===== config.mk =====
export PLATFORM = sky130hd
export DESIGN_NAME = utf16_to_macroman_name_encoder_flat
export DESIGN_NICKNAME = d
export VERILOG_FILES = /design/src/hw/rtl/u2mr_pkg.sv /design/src/hw/rtl/u2mr_channels.sv /design/src/hw/rtl/u2mr_front.sv /design/src/hw/rtl/u2mr_fifo.sv /design/src/hw/rtl/u2mr_back.sv /design/src/hw/rtl/utf16_to_macroman_name_encoder.sv /design/src/flat_wrapper.sv
export SDC_FILE = /design/constraint.sdc
export NUM_CORES = 1
export LEC_CHECK = 0
export ABC_AREA = 0
export BUFFER_PORTS_ARGS = -buffer_cell sky130_fd_sc_hd__buf_2
export CAP_MARGIN = 25
export CORE_MARGIN = 3
export CORE_UTILIZATION = 50
export CTS_BUF_LIST = sky130_fd_sc_hd__clkbuf_4
export DETAILED_ROUTE_END_ITERATION = 6
export PLACE_DENSITY = 0.71
export SKIP_CTS_REPAIR_TIMING = 1
export SLEW_MARGIN = 40
export SYNTH_ARGS = -nofsm -noshare
export SYNTH_HDL_FRONTEND = slang
export SYNTH_SLANG_ARGS = --single-unit

===== constraint.sdc =====
create_clock -name clk -period 3.9 [get_ports clk]
set_input_delay 0.78 -clock clk [delete_from_list [all_inputs] [get_ports clk]]
set_output_delay 0.78 -clock clk [all_outputs]
set_load 0.02 [all_outputs]

===== src/hw/rtl/u2mr_pkg.sv =====
// Shared types, codes and mapping tables for the UTF-16 to MacRoman name encoder.
// No dependencies; the front end, queue, back end and top level refer to this package by scoped names.

package u2mr_pkg;

	localparam logic [7:0] QMARK = 8'h3F;

	// status codes
	localparam logic [1:0] STATUS_OK       = 2'd0;
	localparam logic [1:0] STATUS_FALLBACK = 2'd1;
	localparam logic [1:0] STATUS_TOO_LONG = 2'd2;

	// unit classes decided by the front end
	localparam logic [1:0] KIND_ASCII   = 2'd0;
	localparam logic [1:0] KIND_ACCENT  = 2'd1;
	localparam logic [1:0] KIND_CEDILLA = 2'd2;
	localparam logic [1:0] KIND_OTHER   = 2'd3;

	localparam logic [15:0] ASCII_END    = 16'h0080;
	localparam logic [15:0] ACCENT_FIRST = 16'h0300;
	localparam logic [15:0] ACCENT_LAST  = 16'h030A;
	localparam logic [15:0] CEDILLA_CP   = 16'h0327;

	// base letter window 'A' .. 'y'
	localparam logic [6:0] LETTER_FIRST = 7'h41;
	localparam logic [6:0] LETTER_END   = 7'h7A;
	localparam logic [6:0] CHAR_C_UP    = 7'h43;
	localparam logic [6:0] CHAR_C_LO    = 7'h63;
	localparam logic [7:0] MAC_CCED_UP  = 8'h82;
	localparam logic [7:0] MAC_CCED_LO  = 8'h8D;

	localparam int NUM_BASES   = 14;
	localparam int NUM_ACCENTS = 11;

	// queue between front and back
	localparam int FIFO_DEPTH = 2;
	localparam int FIFO_PTR_W = $clog2(FIFO_DEPTH);
	localparam int FIFO_CNT_W = $clog2(FIFO_DEPTH + 1);

	localparam logic [6:0] BASE_LETTERS [NUM_BASES] = '{
		7'h41, 7'h61, 7'h45, 7'h65, 7'h49, 7'h69, 7'h4E,
		7'h6E, 7'h4F, 7'h6F, 7'h55, 7'h75, 7'h59, 7'h79
	};

	localparam logic [7:0] COMPOSED [NUM_BASES][NUM_ACCENTS] = '{
		'{8'hCB, 8'hE7, 8'hE5, 8'hCC, 8'h3F, 8'h3F, 8'h3F, 8'h3F, 8'h80, 8'h3F, 8'h81},
		'{8'h88, 8'h87, 8'h89, 8'h8B, 8'h3F, 8'h3F, 8'h3F, 8'h3F, 8'h8A, 8'h3F, 8'h8C},
		'{8'hE9, 8'h83, 8'hE6, 8'h3F, 8'h3F, 8'h3F, 8'h3F, 8'h3F, 8'hE8, 8'h3F, 8'h3F},
		'{8'h8F, 8'h8E, 8'h90, 8'h3F, 8'h3F, 8'h3F, 8'h3F, 8'h3F, 8'h91, 8'h3F, 8'h3F},
		'{8'hED, 8'hEA, 8'hEB, 8'h3F, 8'h3F, 8'h3F, 8'h3F, 8'h3F, 8'hEC, 8'h3F, 8'h3F},
		'{8'h93, 8'h92, 8'h94, 8'h3F, 8'h3F, 8'h3F, 8'h3F, 8'h3F, 8'h95, 8'h3F, 8'h3F},
		'{8'h3F, 8'h3F, 8'h3F, 8'h84, 8'h3F, 8'h3F, 8'h3F, 8'h3F, 8'h3F, 8'h3F, 8'h3F},
		'{8'h3F, 8'h3F, 8'h3F, 8'h96, 8'h3F, 8'h3F, 8'h3F, 8'h3F, 8'h3F, 8'h3F, 8'h3F},
		'{8'hF1, 8'hEE, 8'hEF, 8'hCD, 8'h3F, 8'h3F, 8'h3F, 8'h3F, 8'h85, 8'h3F, 8'h3F},
		'{8'h98, 8'h97, 8'h99, 8'h9B, 8'h3F, 8'h3F, 8'h3F, 8'h3F, 8'h9A, 8'h3F, 8'h3F},
		'{8'hF4, 8'hF2, 8'hF3, 8'h3F, 8'h3F, 8'h3F, 8'h3F, 8'h3F, 8'h86, 8'h3F, 8'h3F},
		'{8'h9D, 8'h9C, 8'h9E, 8'h3F, 8'h3F, 8'h3F, 8'h3F, 8'h3F, 8'h9F, 8'h3F, 8'h3F},
		'{8'h3F, 8'h3F, 8'h3F, 8'h3F, 8'h3F, 8'h3F, 8'h3F, 8'h3F, 8'hD9, 8'h3F, 8'h3F},
		'{8'h3F, 8'h3F, 8'h3F, 8'h3F, 8'h3F, 8'h3F, 8'h3F, 8'h3F, 8'hD8, 8'h3F, 8'h3F}
	};

	// classified unit as it sits in the queue
	typedef struct packed {
		logic [1:0] kind;
		logic [7:0] val;   // ASCII byte, accent column or mapped byte
		logic       last;
	} u2mr_cls_t;

	typedef struct packed {
		logic not_empty;
		logic full;
	} u2mr_fifo_stat_t;

	// composed byte for a base letter and accent column; '?' when none
	function automatic logic [7:0] compose(input logic [6:0] base, input logic [3:0] col);
		logic [7:0] res;
		res = QMARK;
		if (col < 4'(NUM_ACCENTS)) begin
			for (int r = 0; r < NUM_BASES; r++) begin
				if (BASE_LETTERS[r] == base) begin
					res = COMPOSED[r][col];
				end
			end
		end
		return res;
	endfunction

	// MacRoman byte for a non-combining unit at or above 0x80
	function automatic logic [7:0] map_single(input logic [15:0] c);
		logic [7:0] res;
		unique case (c)
			16'h00A0: res = 8'hCA; 16'h00A1: res = 8'hC1;
			16'h00A2: res = 8'hA2; 16'h00A3: res = 8'hA3;
			16'h00A4: res = 8'hDB; 16'h00A5: res = 8'hB4;
			16'h00A7: res = 8'hA4; 16'h00A8: res = 8'hAC;
			16'h00A9: res = 8'hA9; 16'h00AA: res = 8'hBB;
			16'h00AB: res = 8'hC7; 16'h00AC: res = 8'hC2;
			16'h00AE: res = 8'hA8; 16'h00AF: res = 8'hF8;
			16'h00B0: res = 8'hA1; 16'h00B1: res = 8'hB1;
			16'h00B4: res = 8'hAB; 16'h00B5: res = 8'hB5;
			16'h00B6: res = 8'hA6; 16'h00B7: res = 8'hE1;
			16'h00B8: res = 8'hFC; 16'h00BA: res = 8'hBC;
			16'h00BB: res = 8'hC8; 16'h00BF: res = 8'hC0;
			16'h00C6: res = 8'hAE; 16'h00D8: res = 8'hAF;
			16'h00DF: res = 8'hA7; 16'h00E6: res = 8'hBE;
			16'h00F7: res = 8'hD6; 16'h00F8: res = 8'hBF;
			16'h0131: res = 8'hF5; 16'h0152: res = 8'hCE;
			16'h0153: res = 8'hCF; 16'h0192: res = 8'hC4;
			16'h02C6: res = 8'hF6; 16'h02C7: res = 8'hFF;
			16'h02D8: res = 8'hF9; 16'h02D9: res = 8'hFA;
			16'h02DA: res = 8'hFB; 16'h02DB: res = 8'hFE;
			16'h02DC: res = 8'hF7; 16'h02DD: res = 8'hFD;
			16'h03A9: res = 8'hBD; 16'h03C0: res = 8'hB9;
			16'h2013: res = 8'hD0; 16'h2014: res = 8'hD1;
			16'h2018: res = 8'hD4; 16'h2019: res = 8'hD5;
			16'h201A: res = 8'hE2; 16'h201C: res = 8'hD2;
			16'h201D: res = 8'hD3; 16'h201E: res = 8'hE3;
			16'h2020: res = 8'hA0; 16'h2021: res = 8'hE0;
			16'h2022: res = 8'hA5; 16'h2026: res = 8'hC9;
			16'h2030: res = 8'hE4; 16'h2039: res = 8'hDC;
			16'h203A: res = 8'hDD; 16'h2044: res = 8'hDA;
			16'h20AC: res = 8'hDB; 16'h2122: res = 8'hAA;
			16'h2202: res = 8'hB6; 16'h2206: res = 8'hC6;
			16'h220F: res = 8'hB8; 16'h2211: res = 8'hB7;
			16'h221A: res = 8'hC3; 16'h221E: res = 8'hB0;
			16'h222B: res = 8'hBA; 16'h2248: res = 8'hC5;
			16'h2260: res = 8'hAD; 16'h2264: res = 8'hB2;
			16'h2265: res = 8'hB3; 16'h25CA: res = 8'hD7;
			16'hF8FF: res = 8'hF0; 16'hFB01: res = 8'hDE;
			16'hFB02: res = 8'hDF;
			default:  res = QMARK;
		endcase
		return res;
	endfunction

endpackage


===== src/hw/rtl/u2mr_channels.sv =====
// Valid/ready channel interfaces for the name encoder: UTF-16 units in, byte writes out.
// No dependencies.

interface u2mr_in_if;
	logic        valid;
	logic        ready;
	logic [15:0] code_unit;
	logic        last;

	modport source(output valid, code_unit, last, input ready);
	modport sink(input valid, code_unit, last, output ready);
endinterface

interface u2mr_out_if #(
	parameter int CNT_W = 5
);
	logic             valid;
	logic             ready;
	logic             write_enable;
	logic [CNT_W-1:0] position;
	logic [7:0]       out_byte;
	logic             done_res;
	logic [CNT_W-1:0] name_length;
	logic [1:0]       status;

	modport source(output valid, write_enable, position, out_byte, done_res, name_length,
		status, input ready);
	modport sink(input valid, write_enable, position, out_byte, done_res, name_length,
		status, output ready);
endinterface


===== src/hw/rtl/u2mr_front.sv =====
// Front end: accepts UTF-16 units and classifies them into queue entries.
// Depends on u2mr_pkg and u2mr_in_if.

module u2mr_front (
	u2mr_in_if.sink                 in_ch,
	input  u2mr_pkg::u2mr_fifo_stat_t fifo_stat,
	output logic                    push,
	output u2mr_pkg::u2mr_cls_t     push_data
);

	logic [15:0] c;

	assign c            = in_ch.code_unit;
	assign in_ch.ready  = !fifo_stat.full;
	assign push         = in_ch.valid && !fifo_stat.full;

	always_comb begin
		push_data.last = in_ch.last;
		if (c < u2mr_pkg::ASCII_END) begin
			push_data.kind = u2mr_pkg::KIND_ASCII;
			push_data.val  = {1'b0, c[6:0]};
		end else if (c >= u2mr_pkg::ACCENT_FIRST && c <= u2mr_pkg::ACCENT_LAST) begin
			push_data.kind = u2mr_pkg::KIND_ACCENT;
			push_data.val  = {4'b0, c[3:0]};
		end else if (c == u2mr_pkg::CEDILLA_CP) begin
			push_data.kind = u2mr_pkg::KIND_CEDILLA;
			push_data.val  = u2mr_pkg::QMARK;
		end else begin
			push_data.kind = u2mr_pkg::KIND_OTHER;
			push_data.val  = u2mr_pkg::map_single(c);
		end
	end

endmodule


===== src/hw/rtl/u2mr_fifo.sv =====
// Short queue of classified units between front and back end.
// Depends on u2mr_pkg.

module u2mr_fifo (
	input  logic                      clk,
	input  logic                      arst_n,
	input  logic                      push,
	input  u2mr_pkg::u2mr_cls_t       push_data,
	input  logic                      pop,
	output u2mr_pkg::u2mr_cls_t       pop_data,
	output u2mr_pkg::u2mr_fifo_stat_t stat
);

	u2mr_pkg::u2mr_cls_t                 mem_q [u2mr_pkg::FIFO_DEPTH];
	logic [u2mr_pkg::FIFO_PTR_W-1:0]     wr_ptr_q;
	logic [u2mr_pkg::FIFO_PTR_W-1:0]     rd_ptr_q;
	logic [u2mr_pkg::FIFO_CNT_W-1:0]     cnt_q;

	assign stat.not_empty = (cnt_q != '0);
	assign stat.full      = (cnt_q == u2mr_pkg::FIFO_CNT_W'(u2mr_pkg::FIFO_DEPTH));
	assign pop_data       = mem_q[rd_ptr_q];

	function automatic logic [u2mr_pkg::FIFO_PTR_W-1:0] ptr_inc(
		input logic [u2mr_pkg::FIFO_PTR_W-1:0] p
	);
		logic [u2mr_pkg::FIFO_PTR_W-1:0] res;
		if (p == u2mr_pkg::FIFO_PTR_W'(u2mr_pkg::FIFO_DEPTH - 1)) begin
			res = '0;
		end else begin
			res = p + 1'b1;
		end
		return res;
	endfunction

	always_ff @(posedge clk) begin
		if (push) begin
			mem_q[wr_ptr_q] <= push_data;
		end
	end

	always_ff @(posedge clk or negedge arst_n) begin
		if (!arst_n) begin
			wr_ptr_q <= '0;
			rd_ptr_q <= '0;
			cnt_q    <= '0;
		end else begin
			if (push) begin
				wr_ptr_q <= ptr_inc(wr_ptr_q);
			end
			if (pop) begin
				rd_ptr_q <= ptr_inc(rd_ptr_q);
			end
			if (push && !pop) begin
				cnt_q <= cnt_q + 1'b1;
			end else if (pop && !push) begin
				cnt_q <= cnt_q - 1'b1;
			end
		end
	end

endmodule


===== src/hw/rtl/u2mr_back.sv =====
// Back end: per-name state (base letter, byte count, flags) and the output register.
// Depends on u2mr_pkg and u2mr_out_if.

module u2mr_back #(
	parameter int MAX_NAME_BYTES = 31,
	parameter int CNT_W          = 5
) (
	input  logic                clk,
	input  logic                arst_n,
	input  logic                q_valid,
	input  u2mr_pkg::u2mr_cls_t q_data,
	output logic                pop,
	u2mr_out_if.source          out_ch
);

	localparam logic [CNT_W-1:0] MAX_CNT = CNT_W'(MAX_NAME_BYTES);

	logic [6:0]       prev_ascii_q;
	logic [CNT_W-1:0] byte_count_q;
	logic             fallback_q;
	logic             overflow_q;
	logic             out_valid_q;

	logic             write_enable_q;
	logic [CNT_W-1:0] position_q;
	logic [7:0]       out_byte_q;
	logic             done_q;
	logic [CNT_W-1:0] name_length_q;
	logic [1:0]       status_q;

	logic             merge;
	logic [7:0]       mapped;
	logic [6:0]       base_next;
	logic             fb_hit;
	logic [CNT_W-1:0] wpos;
	logic             base_ok;

	logic             we_n;
	logic [CNT_W-1:0] pos_n;
	logic [7:0]       byte_n;
	logic [CNT_W-1:0] cnt_n;
	logic [6:0]       prev_n;
	logic             fb_n;
	logic             ovf_n;
	logic [1:0]       status_n;

	assign pop = q_valid && (!out_valid_q || out_ch.ready);

	assign base_ok = prev_ascii_q >= u2mr_pkg::LETTER_FIRST &&
		prev_ascii_q < u2mr_pkg::LETTER_END && byte_count_q != '0;

	// resolve the unit against the base letter
	always_comb begin
		merge     = 1'b0;
		mapped    = q_data.val;
		base_next = '0;
		unique case (q_data.kind)
			u2mr_pkg::KIND_ASCII: begin
				base_next = q_data.val[6:0];
			end
			u2mr_pkg::KIND_ACCENT: begin
				if (base_ok) begin
					mapped = u2mr_pkg::compose(prev_ascii_q, q_data.val[3:0]);
					merge  = 1'b1;
				end else begin
					mapped = u2mr_pkg::QMARK;
				end
			end
			u2mr_pkg::KIND_CEDILLA: begin
				if ((prev_ascii_q == u2mr_pkg::CHAR_C_UP ||
						prev_ascii_q == u2mr_pkg::CHAR_C_LO) && byte_count_q != '0) begin
					mapped = (prev_ascii_q == u2mr_pkg::CHAR_C_UP) ?
						u2mr_pkg::MAC_CCED_UP : u2mr_pkg::MAC_CCED_LO;
					merge  = 1'b1;
				end else begin
					mapped = u2mr_pkg::QMARK;
				end
			end
			default: begin
				mapped = q_data.val;
			end
		endcase
		fb_hit = (q_data.kind != u2mr_pkg::KIND_ASCII) && (mapped == u2mr_pkg::QMARK);
		wpos   = merge ? byte_count_q - 1'b1 : byte_count_q;
	end

	// commit or drop
	always_comb begin
		we_n   = 1'b0;
		pos_n  = '0;
		byte_n = '0;
		cnt_n  = byte_count_q;
		prev_n = prev_ascii_q;
		fb_n   = fallback_q;
		ovf_n  = 1'b1;
		if (!overflow_q) begin
			fb_n = fallback_q | fb_hit;
			if (wpos < MAX_CNT) begin
				ovf_n  = 1'b0;
				we_n   = 1'b1;
				pos_n  = wpos;
				byte_n = mapped;
				cnt_n  = wpos + 1'b1;
				prev_n = base_next;
			end
		end
		priority if (ovf_n) begin
			status_n = u2mr_pkg::STATUS_TOO_LONG;
		end else if (fb_n) begin
			status_n = u2mr_pkg::STATUS_FALLBACK;
		end else begin
			status_n = u2mr_pkg::STATUS_OK;
		end
	end

	always_ff @(posedge clk) begin
		if (pop) begin
			write_enable_q <= we_n;
			position_q     <= pos_n;
			out_byte_q     <= byte_n;
			done_q         <= q_data.last;
			name_length_q  <= cnt_n;
			status_q       <= status_n;
		end
	end

	always_ff @(posedge clk or negedge arst_n) begin
		if (!arst_n) begin
			out_valid_q  <= 1'b0;
			prev_ascii_q <= '0;
			byte_count_q <= '0;
			fallback_q   <= 1'b0;
			overflow_q   <= 1'b0;
		end else begin
			if (pop) begin
				out_valid_q <= 1'b1;
				if (q_data.last) begin
					prev_ascii_q <= '0;
					byte_count_q <= '0;
					fallback_q   <= 1'b0;
					overflow_q   <= 1'b0;
				end else begin
					prev_ascii_q <= prev_n;
					byte_count_q <= cnt_n;
					fallback_q   <= fb_n;
					overflow_q   <= ovf_n;
				end
			end else if (out_ch.ready) begin
				out_valid_q <= 1'b0;
			end
		end
	end

	assign out_ch.valid        = out_valid_q;
	assign out_ch.write_enable = write_enable_q;
	assign out_ch.position     = position_q;
	assign out_ch.out_byte     = out_byte_q;
	assign out_ch.done_res     = done_q;
	assign out_ch.name_length  = name_length_q;
	assign out_ch.status       = status_q;

endmodule


===== src/hw/rtl/utf16_to_macroman_name_encoder.sv =====
// Top level of the UTF-16 to MacRoman name encoder: front end, queue, back end.
// Depends on u2mr_pkg, u2mr_channels, u2mr_front, u2mr_fifo and u2mr_back.
//
//   channel  | dir | payload                                              | transfer
//   ---------+-----+------------------------------------------------------+-----------------
//   in_ch    | in  | code_unit[15:0], last                                | valid && ready
//   out_ch   | out | write_enable, position, out_byte, done_res,          | valid && ready
//            |     | name_length, status[1:0]                             |
//
// One unit per cycle sustained unless out_ch stalls; each unit gives exactly one result,
// held in the queue and then the output register. The rate is set by the back-end state
// update (base letter and byte count), which resolves one unit per cycle unless stalled.
// Reset clears the per-name state, empties the queue and drops the output valid; no
// clearing pass. A stalled output holds its register; the two-entry queue absorbs the
// mismatch and input ready drops only when the queue is full.

module utf16_to_macroman_name_encoder #(
	parameter int MAX_NAME_BYTES = 31,
	parameter int CNT_W          = 5
) (
	input  logic        clk,
	input  logic        arst_n,
	u2mr_in_if.sink     in_ch,
	u2mr_out_if.source  out_ch
);

	// queue handshake between the two halves
	logic                      push;
	u2mr_pkg::u2mr_cls_t       push_data;
	logic                      pop;
	u2mr_pkg::u2mr_cls_t       pop_data;
	u2mr_pkg::u2mr_fifo_stat_t fifo_stat;

	// classify each unit: ASCII, combining accent, cedilla, or a mapped single
	u2mr_front u_front (
		.in_ch     (in_ch),
		.fifo_stat (fifo_stat),
		.push      (push),
		.push_data (push_data)
	);

	// decouple acceptance from output stalls
	u2mr_fifo u_fifo (
		.clk       (clk),
		.arst_n    (arst_n),
		.push      (push),
		.push_data (push_data),
		.pop       (pop),
		.pop_data  (pop_data),
		.stat      (fifo_stat)
	);

	// compose against the previous base letter, advance the byte count, raise status
	u2mr_back #(
		.MAX_NAME_BYTES (MAX_NAME_BYTES),
		.CNT_W          (CNT_W)
	) u_back (
		.clk     (clk),
		.arst_n  (arst_n),
		.q_valid (fifo_stat.not_empty),
		.q_data  (pop_data),
		.pop     (pop),
		.out_ch  (out_ch)
	);

	// a written byte always lies inside the name reported with it
	a_pos_in_name: assert property (@(posedge clk) disable iff (!arst_n)
		out_ch.valid && out_ch.write_enable |-> out_ch.position < out_ch.name_length)
		else $error("written position outside reported name length");

	// a dropped unit only happens once the name has overflowed
	a_drop_too_long: assert property (@(posedge clk) disable iff (!arst_n)
		out_ch.valid && !out_ch.write_enable |-> out_ch.status == u2mr_pkg::STATUS_TOO_LONG)
		else $error("unit dropped without too-long status");

	// a transferred unit is held in the queue on the next cycle
	a_push_lands: assert property (@(posedge clk) disable iff (!arst_n)
		in_ch.valid && in_ch.ready |=> fifo_stat.not_empty)
		else $error("accepted unit missing from queue");

endmodule

===== src/flat_wrapper.sv =====
// flat-port wrapper written by rule: the top's interface ports become plain ports
module utf16_to_macroman_name_encoder_flat 
#(
	parameter int MAX_NAME_BYTES = 31,
	parameter int CNT_W          = 5
)
  (clk, arst_n, in_ch_valid, in_ch_code_unit, in_ch_last, in_ch_ready, out_ch_valid, out_ch_write_enable, out_ch_position, out_ch_out_byte, out_ch_done_res, out_ch_name_length, out_ch_status, out_ch_ready);
  u2mr_in_if in_ch_i ();
  u2mr_out_if #(.CNT_W(CNT_W)) out_ch_i ();
  input  logic clk;
  input  logic arst_n;
  input wire logic [$bits(in_ch_i.valid)-1:0] in_ch_valid;
  input wire logic [$bits(in_ch_i.code_unit)-1:0] in_ch_code_unit;
  input wire logic [$bits(in_ch_i.last)-1:0] in_ch_last;
  output wire logic [$bits(in_ch_i.ready)-1:0] in_ch_ready;
  output wire logic [$bits(out_ch_i.valid)-1:0] out_ch_valid;
  output wire logic [$bits(out_ch_i.write_enable)-1:0] out_ch_write_enable;
  output wire logic [$bits(out_ch_i.position)-1:0] out_ch_position;
  output wire logic [$bits(out_ch_i.out_byte)-1:0] out_ch_out_byte;
  output wire logic [$bits(out_ch_i.done_res)-1:0] out_ch_done_res;
  output wire logic [$bits(out_ch_i.name_length)-1:0] out_ch_name_length;
  output wire logic [$bits(out_ch_i.status)-1:0] out_ch_status;
  input wire logic [$bits(out_ch_i.ready)-1:0] out_ch_ready;
  assign in_ch_i.valid = in_ch_valid;
  assign in_ch_i.code_unit = in_ch_code_unit;
  assign in_ch_i.last = in_ch_last;
  assign in_ch_ready = in_ch_i.ready;
  assign out_ch_valid = out_ch_i.valid;
  assign out_ch_write_enable = out_ch_i.write_enable;
  assign out_ch_position = out_ch_i.position;
  assign out_ch_out_byte = out_ch_i.out_byte;
  assign out_ch_done_res = out_ch_i.done_res;
  assign out_ch_name_length = out_ch_i.name_length;
  assign out_ch_status = out_ch_i.status;
  assign out_ch_i.ready = out_ch_ready;
  utf16_to_macroman_name_encoder #(.MAX_NAME_BYTES(MAX_NAME_BYTES), .CNT_W(CNT_W)) u_core (.clk(clk), .arst_n(arst_n), .in_ch(in_ch_i), .out_ch(out_ch_i));
endmodule

Yosys cells after proc, flatten, opt, wreduce, memory -nomap -nowiden:

Memories as Yosys holds them, arrays and structs flattened.
Cells that the tools add are included.

* register bits after elaboration: 41
* bits of input ports: 21
* memories: 15
* logic and storage cells: 247
* memory bits (read-only): 1792
* memory bits (writable): 22

* reductions and logical operators: 25
* add/subtract/negate cells: 6
* order comparisons: 8
* equality and inequality tests: 99
* bitwise logic cells: 3
* multiplexer cells: 77

Memory list
* (no name shown): depth 16, bits a word 8, rd ports 1, clocked after Yosys merged registers in 0, wr ports 0, RTL line u2mr_pkg.sv:81 `res = COMPOSED[r][col];`
* (no name shown): depth 16, bits a word 8, rd ports 1, clocked after Yosys merged registers in 0, wr ports 0, RTL line u2mr_pkg.sv:81
* (no name shown): depth 16, bits a word 8, rd ports 1, clocked after Yosys merged registers in 0, wr ports 0, RTL line u2mr_pkg.sv:81
* (no name shown): depth 16, bits a word 8, rd ports 1, clocked after Yosys merged registers in 0, wr ports 0, RTL line u2mr_pkg.sv:81
* (no name shown): depth 16, bits a word 8, rd ports 1, clocked after Yosys merged registers in 0, wr ports 0, RTL line u2mr_pkg.sv:81
* (no name shown): depth 16, bits a word 8, rd ports 1, clocked after Yosys merged registers in 0, wr ports 0, RTL line u2mr_pkg.sv:81
* +9 memories

Operators by type and width (count)
* 8-bit case mux with 76 select lines: 1
* 16-bit by 14-bit equality test with 1-bit output, second input constant: 30
* 16-bit by 8-bit equality test with 1-bit output, second input constant: 30
* 8-bit two-way mux: 45
* 16-bit by 10-bit equality test with 1-bit output, second input constant: 11
* 7-bit equality test, first input constant: 14
* 16-bit by 9-bit equality test with 1-bit output, second input constant: 4
* 16-bit equality test, second input constant: 3
* 7-bit two-way mux: 4
* 10-bit two-way mux: 2
* 5-bit two-way mux: 4
* 16-bit by 10-bit >= comparator with 1-bit output, second input constant: 1
* 16-bit by 10-bit less-or-equal comparator with 1-bit output, second input constant: 1
* 16-bit by 8-bit < comparator with 1-bit output, second input constant: 1
* 8-bit case mux with 2 select lines: 1
* 1-bit two-way mux: 15
* 7-bit equality test, second input constant: 2
* 2-bit nonzero test: 5
* 1-bit logical AND: 9
* 9-bit two-way mux: 1
* 8-bit by 6-bit equality test with 1-bit output, second input constant: 1
* 7-bit >= comparator, second input constant: 1
* 7-bit < comparator, second input constant: 1
* 5-bit by 1-bit adder with 5-bit output, second input constant: 1
* 22 further kinds: 30

Longest topological paths before layout:

Gate-level depths: netlist of run 1.
An unclocked memory read counts as a cell.

* depth in word-level cells: 27
* depth in mapped cells: 16
* mapped depth without buffers: 13

Hierarchy:

Synthesis of run 1 repeated with hierarchy kept, for this count alone.

* cells, all modules: 755
* area total of the unflattened synthesis: 6234.7 µm²

Modules (own cells, without submodules)
* u2mr_back: area an instance 3226.8 µm², cells an instance 390, instances 1
* u2mr_front: area an instance 1989.4 µm², cells an instance 315, instances 1
* u2mr_fifo: area an instance 1018.5 µm², cells an instance 50, instances 1

Worst setup path after synthesis of run 1:

No wires, ideal clock.

* kind: register to register
* start: reg u_core.u_fifo.rd_ptr_q
* end: reg u_core.u_back.fallback_q
* setup slack: -0.436 ns
* data arrival time: 4.256 ns
* setup time: 0.080 ns
* period minus slack after synthesis: 4.336 ns
* stages on the path, launching flop included: 16
* data required time: 3.820 ns
* cells stage by stage: dfrtp_1 buf_2 buf_1 buf_1 mux2_2 inv_1 ha_1 clkbuf_1 a221oi_2 nor2_1 o41a_1 or4_1 or4_1 nor4_2 a21oi_1 nor3_2

* word-level cells in the longest chain between the ends: 27
* elaborated cells on any way between the ends: 70

Ends and longest elaborated chain
* from (decl): RTL line u2mr_fifo.sv:16 `logic [u2mr_pkg::FIFO_PTR_W-1:0] rd_ptr_q;`
* from (signal assigned): RTL line u2mr_fifo.sv:51 `rd_ptr_q <= ptr_inc(rd_ptr_q);`
* memory read 2 x 11 bit (*)
* 4-bit NOT with 5-bit output (implied by the code): RTL line u2mr_pkg.sv:81
* memory read 16 x 8 bit
* 8-bit two-way mux (implied by the code) (2 in series): RTL line u2mr_pkg.sv:81
* 8-bit two-way mux (14 in series): RTL line u2mr_pkg.sv:80 `if (BASE_LETTERS[r] == base) begin`
* 8-bit two-way mux: RTL line u2mr_pkg.sv:78 `if (col < 4'(NUM_ACCENTS)) begin`
* 8-bit two-way mux: RTL line u2mr_back.sv:62 `if (base_ok) begin`
* 8-bit case mux with 2 select lines: RTL line u2mr_back.sv:57 `unique case (q_data.kind)`
* 8-bit by 6-bit equality test with 1-bit output: RTL line u2mr_back.sv:83 `fb_hit = (q_data.kind != u2mr_pkg::KIND_ASCII) && (mapped == u2mr_pkg::QMARK);`
* 1-bit logical AND: RTL line u2mr_back.sv:83
* 1-bit OR: RTL line u2mr_back.sv:97 `fb_n = fallback_q | fb_hit;`
* 1-bit two-way mux: RTL line u2mr_back.sv:96 `if (!overflow_q) begin`
* 1-bit two-way mux (*): RTL line u2mr_back.sv:137 `if (q_data.last) begin`
* to (signal assigned): RTL line u2mr_back.sv:145 `fallback_q <= fb_n;`
* to (decl): RTL line u2mr_back.sv:20 `logic fallback_q;`

Every way passes the cells marked *; elsewhere a longest branch is shown, timed or not. The select of a mux whose other input is x is not followed.
A chain may end at the register's enable or synchronous reset.

Worst setup path in the final report of run 1:

Ends and elaborated chain as after synthesis.

==> results of run 1 <==
==> flip-flops by register name (all words and copies together), names as in the netlist, 2 cells and up <==
signal,cells
u_core.u_back.out_ch.out_byte,8
u_core.u_back.byte_count_q,5
u_core.u_fifo.cnt_q,2
u_core.u_fifo.mem_q,22
u_core.u_back.out_ch.name_length,5
u_core.u_back.out_ch.position,5
u_core.u_back.prev_ascii_q,7
u_core.u_back.out_ch.status,2
==> logic make-up after synthesis <==
| kind of cell | count (synthesis) | synth area share |
|---|---|---|
| AO/OA/AOI/OAI | 232 | 0.264 |
| XOR/XNOR | 11 | 0.0157 |
| adder cells (fa/ha/maj) | 11 | 0.0224 |
| buffers and inverters | 81 | 0.0539 |
| flip-flops | 63 | 0.293 |
| multiplexers | 16 | 0.0277 |
| AND/OR/NAND/NOR | 364 | 0.324 |
==> layer usage <==
metal  global-route usage  wire length, um
met1                0.442             8950
met2                0.598            11600
met3               0.0990             2940
met4                0.228             1880
met5                    0                0
==> Yosys cell counts (5+ instances only) <==
library cell / n
o211ai_1: 6
o21a_1: 5
a211oi_1: 15
or4_1: 7
clkbuf_1: 44
nor2b_1: 17
o21ai_0: 44
nor4_1: 18
edfxtp_1: 44
a22oi_1: 9
o31ai_1: 8
nor3_1: 35
ha_1: 11
xor2_1: 5
nor3b_1: 8
dfrtp_1: 19
buf_2: 6
or3_1: 7
nand3b_1: 7
and3_1: 7
xnor2_1: 6
or2_2: 5
a21oi_1: 43
nand3_1: 37
and2_1: 5
nor4b_1: 9
o22ai_1: 16
o2111ai_1: 11
nand2b_1: 13
nor2_1: 79
buf_1: 6
inv_1: 20
nand4b_1: 9
nand2_1: 63
a31oi_1: 6
mux2i_1: 11
a22o_1: 10
nand4_1: 14
==> critical path, stage by stage (launching register included) <==
cell      delay, ns
dfrtp_1        0.44
mux2_2         0.43
inv_1          0.10
ha_1           0.34
mux2i_1        0.14
mux2i_1        0.38
o211ai_1       0.19
a31oi_1        0.42
o31ai_1        0.15
or4_1          0.54
nor4_2         0.26
a21oi_1        0.15
nor3_2         0.21
==> worst max-delay path by stage <==
stage	end	from
2_1_floorplan	u_core.u_back.fallback_q$_DFFE_PN0P_	u_core.u_fifo.rd_ptr_q$_DFFE_PN0P_
3_3_place_gp	u_core.u_fifo.mem_q[1][2]$_DFFE_PP_	in_ch_code_unit[14]
3_5_place_dp	u_core.u_fifo.mem_q[0][2]$_DFFE_PP_	in_ch_code_unit[14]
4_1_cts	u_core.u_back.fallback_q$_DFFE_PN0P_	u_core.u_fifo.rd_ptr_q$_DFFE_PN0P_
5_1_grt	u_core.u_back.fallback_q$_DFFE_PN0P_	u_core.u_fifo.rd_ptr_q$_DFFE_PN0P_
6_report	u_core.u_back.fallback_q$_DFFE_PN0P_	u_core.u_fifo.rd_ptr_q$_DFFE_PN0P_
==> through the flow <==
step,worst slack (ns),cells
after floorplan,0.0151,778
after global placement,0.277,989
after detailed placement,0.160,989
after CTS,0.221,1005
after global routing,0.00107,1005
final,0.101,1005
==> power by group through the flow <==
stage / Clock [W] / Combinational (W) / Sequential (W)
after floorplan: 0 / 0.000998 / 0.00120
after global routing: 0.000482 / 0.00177 / 0.00115
after global placement: 0 / 0.00154 / 0.00112
after detailed placement: 0 / 0.00159 / 0.00114
after CTS: 0.000457 / 0.00160 / 0.00112
final: 0.000455 / 0.00166 / 0.00113
==> final cells by class <==
| cell class | instances | area (um2) |
|---|---|---|
| fillers | 1035 | 4640 |
| multi-input cells | 634 | 4030 |
| flip-flops and latches | 63 | 1800 |
| repair buffers | 127 | 843 |
| well taps | 143 | 179 |
| inverters | 22 | 82.6 |
| clock inverters | 7 | 71.3 |
| clock buffers | 9 | 67.6 |
==> flow_summary.yaml, run 1 <==
run_status:
  status: "finished with violations"
  violations: "design-rule violations"
layout:
  design_area_mm2: 0.00707
  num-nets-final: 889
  area_growth_syn_to_layout_pct: 15.4
  fin_util: 0.604
  layout_common_cells: "buf_4 (83), nor2_1 (78), nand2_1 (63)"
  antennaDiodeCount: 0
  final_common_cell: "buf_4"
  layout-drive-gt1-share: 0.200
setup_path:
  crit_type: "flop to flop"
  crit_required_ns: 4.26
  reg2reg_to: "u_core.u_back.fallback_q$_DFFE_PN0P_"
  worstRegToRegCells: 12
  cp.arrival_ns: 4.16
  regToRegSetupSlack_ns: 0.10
  r2r-start: "u_core.u_fifo.rd_ptr_q$_DFFE_PN0P_"
  end_kind: "flop"
  path_max_fanout: 7
  startpoint_type: "flop"
global_route:
  grt_max_degree: 29
  antenna_found_initial: 0
  grt_overflow_total: 0
  track_usage: 0.372
  first_global_vias: 6984
  grt_pass1_wl_mm: 38.8
cts:
  cts_root_buf: "clkbuf_4"
  clk_pin_slew_worst_paths_ns: 0.12
  clockBufferDepth: 2
  cts_tree: "done"
  cts_sinks: 63
  clkLatencyLatePin_ns: 0.43
  cts_made_buffers: 9
  h-tree-depth: 3
floorplan:
  row_count: 39
  die_x_um: 117
  fp.dieH_um: 117
  ios: 45
  coreArea_mm2: 0.0117
  dieArea_mm2: 0.0136
  floorplan.initialDensity: 0.524
place:
  io_buffer_count: 44
  post-dp-hpwl_mm: 19.0
  gp_congestion: 1.16
  placed_area_mm2: 0.00691
sta:
  fmax_mhz: 263
  fin_crit_sh: 0.974
  fin_crit_ns: 3.80
  grt_setup_unrepaired: "no"
  holdWs_ns: 0.285
  fin_skew_ns: 0.0189
  relSlewSlack: 0.514
  finalHoldViolCount: 0
  setup-violations-final: 0
  tightest_slew_ns: 0.722
  finalSetupTns_ns: 0
  maxSlewViolCount: 0
detailed_routing:
  antenna_left: 0
  dr.pass1.iters: 7
  drc: 13
  wl_per_cell_um: 25.3
  dr_total_vias: 7437
  finalWirelength_mm: 25.4
  drtIter0Drc: 1403
  via_per_inst: 7.40
logic_synthesis:
  ys_seq_area_frac: 0.293
  synth_top_area_share: 0.215
  async_flop_share: 0.302
  ys_types: 86
  netlist_area_mm2: 0.00613
  syn_nets: 810
  synth_warnings: 0
  syn-instance-count: 778
  ys_ff_latch: 63
  avgSynthCellArea_um2: 7.88
  synth_flop_cell: "edfxtp_1"
  synth.area.top_cells: "edfxtp_1 (22%), dfrtp_1 (7.8%), nor2_1 (4.8%)"
  yosysTopAreaCell: "edfxtp_1"
  synth_edf_count: 44
power_and_ir_drop:
  pwr-share-clk: 0.140
  leakagePower_nw: 2.71
  intPower_w: 0.00174
  p_total_w: 0.00325
  swShare: 0.465
  sequentialPowerShare: 0.348
  power_switching_w: 0.00151
  ir_worst_vdd_mv: 0.567
  combPwrFrac: 0.512
  powerDensity_mw_per_mm2: 460
min_path:
  worstHoldPathType: "primary input to asynchronous set/reset pin"
job:
  cap_viol_max_count: 0
(Power assumes the default switching activity.)
==> inputs of run 2 (changes only) <==
- PLACE_DENSITY: 0.71 -> 0.68
- clock period: 3.9 -> 4.2 ns (I/O delays scaled with it)
==> run 2 against run 1 <==
Effect of this change:
- the run now ends clean
- critical path depth rose by 1
- setup slack improved by 0.33 ns
- sequential power fell by 8%
- clock-buffer cell count did not move
- sequential share of layout area rose by 0.95 points
- combinational power fell by 11%
- final area fell by 3.6%
- via count fell by 2.6%
- non-clock buffer count fell by 30
- power fell by 10%
- critical path type unchanged
- critical endpoint is now u_core.u_back.byte_count_q[2]$_DFFE_PN0P_
==> flow_summary.yaml, run 2 (same netlist as run 1, synthesis figures left out) <==
detailed_routing:
  antenna_left: 0
  via_per_inst: 7.44
  drtIter0Drc: 1796
  wl_per_cell_um: 23.8
  dr.pass1.iters: 7
  dr_total_vias: 7243
  finalWirelength_mm: 23.2
  drc: 0
layout:
  design_area_mm2: 0.00682
  largest_reg_flops: 22
  num-nets-final: 859
  antennaDiodeCount: 0
  layout-drive-gt1-share: 0.166
  area_growth_syn_to_layout_pct: 11.2
  final_cells: 974
  largest_register: "u_core.u_fifo.mem_q"
  fin_util: 0.582
  layout_common_cells: "nor2_1 (78), nand2_1 (63), buf_4 (53)"
  final_common_cell: "nor2_1"
floorplan:
  coreArea_mm2: 0.0117
  row_count: 39
  floorplan.initialDensity: 0.524
  ios: 45
  die_x_um: 117
  dieArea_mm2: 0.0136
  fp.dieH_um: 117
cts:
  clkLatencyLatePin_ns: 0.42
  cts_made_buffers: 9
  clockBufferDepth: 2
  clk_pin_slew_worst_paths_ns: 0.12
  cts_sinks: 63
  cts_root_buf: "clkbuf_4"
  h-tree-depth: 3
  cts_tree: "done"
setup_path:
  end_kind: "flop"
  r2r-start: "u_core.u_fifo.rd_ptr_q$_DFFE_PN0P_"
  startpoint_type: "flop"
  cp.arrival_ns: 4.07
  crit_type: "flop to flop"
  startpoint: "u_core.u_fifo.rd_ptr_q$_DFFE_PN0P_"
  crit_required_ns: 4.50
  path_max_fanout: 11
global_route:
  antenna_found_initial: 0
  grt_use_met1: 0.441
  use_met2: 0.553
  grt_max_degree: 36
  grt_overflow_total: 0
  top_usage_layer: "met2"
  use_met3: 0.0720
  first_global_vias: 6601
  track_usage: 0.344
  grt_pass1_wl_mm: 36.3
sta:
  grt_setup_unrepaired: "no"
  fin_skew_ns: 0.0186
  maxSlewViolCount: 0
  setup-violations-final: 0
  fmax_mhz: 265
  tightest_slew_ns: 0.887
  holdWs_ns: 0.379
  fin_crit_sh: 0.898
  finalHoldViolCount: 0
  fin_crit_ns: 3.77
  finalSetupTns_ns: 0
  relSlewSlack: 0.399
place:
  dp_cells: 959
  placed_area_mm2: 0.00668
  post-dp-hpwl_mm: 17.4
  io_buffer_count: 44
  gp_congestion: 1.13
job:
  cap_viol_max_count: 0
run_status:
  status: "complete, no violations"
min_path:
  worstHoldPathType: "primary input to asynchronous set/reset pin"
power_and_ir_drop:
  powerDensity_mw_per_mm2: 428
  ir_worst_vdd_mv: 0.593
  leakagePower_nw: 2.55
run 2: final timing paths:
check | endpoint | slack [ns] | cells past startpoint
worst max-delay path | u_core.u_back.byte_count_q[2]$_DFFE_PN0P_ | 0.43 | 13
worst min-delay path | u_core.u_back.byte_count_q[3]$_DFFE_PN0P_ | 0.38 | 1
worst max register to register | u_core.u_back.byte_count_q[2]$_DFFE_PN0P_ | 0.43 | 13
worst min register to register | u_core.u_fifo.wr_ptr_q$_DFFE_PN0P_ | 0.52 | 1
max in group asynchronous | u_core.u_back.byte_count_q[2]$_DFFE_PN0P_ | 3.46 | 1
min in group clk | u_core.u_fifo.wr_ptr_q$_DFFE_PN0P_ | 0.52 | 1
run 2: worst max-delay path, stage by stage, from the launching register on:
cell and delay [ns]:
dfrtp_1 0.45, buf_4 0.24, mux2i_1 0.44, ha_1 0.29, inv_1 0.19, o21ai_1 0.43, nand2_1 0.28, nand2_1 0.12
o21ai_0 0.12, ha_1 0.26, xor2_1 0.18, nor2_1 0.26, o21ai_0 0.15, a22o_1 0.24
run 2: routing by layer:
metal  wire [um]  part of all wire
met5           0                 0
met4        1480             0.064
met3        2770              0.12
met2       10600              0.46
met1        8320              0.36
run 2: where the power goes:
group / switching (W) / internal, W / leakage (nW) / total (W)
registers: 0.000140 / 0.000904 / 0.639 / 0.00104
clock network: 0.000224 / 0.000176 / 0.0638 / 0.000400
logic: 0.000962 / 0.000514 / 1.84 / 0.00148
total: 0.00133 / 0.00159 / 2.55 / 0.00292
run 2: area by class of cell:
| class | count | area, um2 |
|---|---|---|
| timing repair buffer | 97 | 618 |
| multi-input combinational | 634 | 4010 |
| inverter | 22 | 82.6 |
| tap | 143 | 179 |
| fill | 1046 | 4890 |
| clock buffer | 9 | 67.6 |
| clock inverter | 6 | 62.6 |
| sequential | 63 | 1800 |
run 2: stage by stage:
step / setup slack (ns) / total power, W
detailed placement: 0.352 / 0.00249
global route: 0.265 / 0.00309
CTS: 0.576 / 0.00288
finish: 0.428 / 0.00292
floorplan: 0.0281 / 0.00203
global placement: 0.370 / 0.00243
==> inputs of run 3 (changes only) <==
- REMOVE_ABC_BUFFERS: not set -> 1
==> run 3 against run 2 <==
Effect of this change:
- final area rose by 0.28%
- setup slack got worse by 0.16 ns
- non-clock buffer count fell by 2
- sequential share of layout area fell by 0.072 points
- power rose by 2.3%
- combinational power barely moved
- largest cell class unchanged
==> flow_summary.yaml, run 3 (same netlist as run 1, synthesis figures left out) <==
run_status:
  status: "complete, no violations"
sta:
  relSlewSlack: 0.471
  grt_setup_unrepaired: "no"
  fin_crit_ns: 3.93
  finalHoldViolCount: 0
  finalSetupTns_ns: 0
  fin_crit_sh: 0.935
  setup-violations-final: 0
  tightest_slew_ns: 0.783
  fin_skew_ns: 0.0194
  fin_ws_ns: 0.272
  fmax_mhz: 255
  maxSlewViolCount: 0
layout:
  design_area_mm2: 0.00684
  n_fill_cell: 1036
  layout-drive-gt1-share: 0.165
  final_common_cell: "nor2_1"
  largest_register: "u_core.u_fifo.mem_q"
  largest_reg_flops: 22
  layout_common_cells: "nor2_1 (78), nand2_1 (63), buf_4 (51)"
  area_growth_syn_to_layout_pct: 11.5
  num-nets-final: 857
  fin_util: 0.584
  antennaDiodeCount: 0
detailed_routing:
  finalWirelength_mm: 23.2
  via_per_inst: 7.40
  drc: 0
  drtIter0Drc: 1603
  dr_total_vias: 7196
  antenna_left: 0
  dr.pass1.iters: 7
  wl_per_cell_um: 23.9
job:
  cap_viol_max_count: 0
setup_path:
  path_max_fanout: 19
  cp.arrival_ns: 4.28
  regToRegSetupSlack_ns: 0.27
  crit_required_ns: 4.55
  r2r-start: "u_core.u_back.prev_ascii_q[2]$_DFFE_PN0P_"
  reg2reg_to: "u_core.u_back.fallback_q$_DFFE_PN0P_"
  end_kind: "flop"
  startpoint_type: "flop"
  worstRegToRegCells: 9
  crit_type: "flop to flop"
power_and_ir_drop:
  leakagePower_nw: 2.56
  powerDensity_mw_per_mm2: 437
  p_total_w: 0.00299
  ir_worst_vdd_mv: 0.569
cts:
  h-tree-depth: 3
  clk_pin_slew_worst_paths_ns: 0.12
  clockBufferDepth: 2
  cts_tree: "done"
  cts_root_buf: "clkbuf_4"
  cts_sinks: 63
  clkLatencyLatePin_ns: 0.42
  cts_made_buffers: 9
floorplan:
  dieArea_mm2: 0.0136
  die_x_um: 117
  row_count: 39
  ios: 45
  fp.dieH_um: 117
  coreArea_mm2: 0.0117
  floorplan.initialDensity: 0.524
place:
  post-dp-hpwl_mm: 17.4
  io_buffer_count: 44
  placed_area_mm2: 0.00667
  gp_congestion: 1.08
  dp_slack_ns: 0.309
global_route:
  antenna_found_initial: 0
  grt_overflow_total: 0
  grt_max_degree: 23
  grt_pass1_wl_mm: 36.5
  first_global_vias: 6644
  track_usage: 0.345
min_path:
  worstHoldPathType: "primary input to asynchronous set/reset pin"
run 3: changes by cell type in the layout (fill, tap and decap cells not counted), moves of 2 or more:
cell,change
buf_4,-2
clkinv_4,+2
o311ai_0,+2
o311ai_1,-2
run 3: layer usage:
layer  routed length [um]  up-vias  GRT usage  share of wire
met5                    0        -          0              0
met4                 1720        0      0.184          0.074
met3                 2740      176     0.0845           0.12
met2                10300      695      0.544           0.44
met1                 8470     3211      0.436           0.36
li1                     -     3114          -              -
run 3: cell type report:
type                    count  area [um2]  share of cell area
inverters                  22        82.6              0.0121
clock inverters             7        97.6              0.0143
well taps                 143         179              0.0262
flip-flops and latches     63        1800               0.263
repair buffers             95         603              0.0882
clock buffers               9        67.6             0.00988
multi-input cells         634        4010               0.587
run 3: where the power goes:
group | total (W) | switching (W) | internal [W]
clock | 0.000478 | 0.000237 | 0.000242
combinational | 0.00146 | 0.000952 | 0.000506
sequential | 0.00105 | 0.000147 | 0.000904
total | 0.00299 | 0.00134 | 0.00165
run 3: stage by stage:
step | hold WS (ns) | cells
after floorplan | 0.461 | 719
after global placement | 0.477 | 957
after detailed placement | 0.490 | 957
after CTS | 0.340 | 973
after global routing | 0.351 | 973
final | 0.357 | 973
run 3: worst max-delay path by stage:
stage	from	to	cells after the start
6_report	u_core.u_back.prev_ascii_q[2]$_DFFE_PN0P_	u_core.u_back.fallback_q$_DFFE_PN0P_	9
5_1_grt	u_core.u_fifo.rd_ptr_q$_DFFE_PN0P_	u_core.u_back.fallback_q$_DFFE_PN0P_	13
4_1_cts	u_core.u_fifo.rd_ptr_q$_DFFE_PN0P_	u_core.u_back.out_ch.status[0]$_SDFFCE_PN0P_	12
3_5_place_dp	in_ch_code_unit[14]	u_core.u_fifo.mem_q[1][2]$_DFFE_PP_	10
3_3_place_gp	in_ch_code_unit[14]	u_core.u_fifo.mem_q[0][2]$_DFFE_PP_	10
2_1_floorplan	u_core.u_fifo.rd_ptr_q$_DFFE_PN0P_	u_core.u_back.fallback_q$_DFFE_PN0P_	11
run 3: critical path, cell delays in order, from the launching register on:
cell and delay, ns:
dfrtp_1 0.76, nand2b_1 0.45, nor2_1 0.57, a211oi_1 0.17, o32a_1 0.39, o31ai_1 0.62, a21oi_1 0.24, nor4_2 0.31
a21oi_1 0.14, nor3_2 0.19
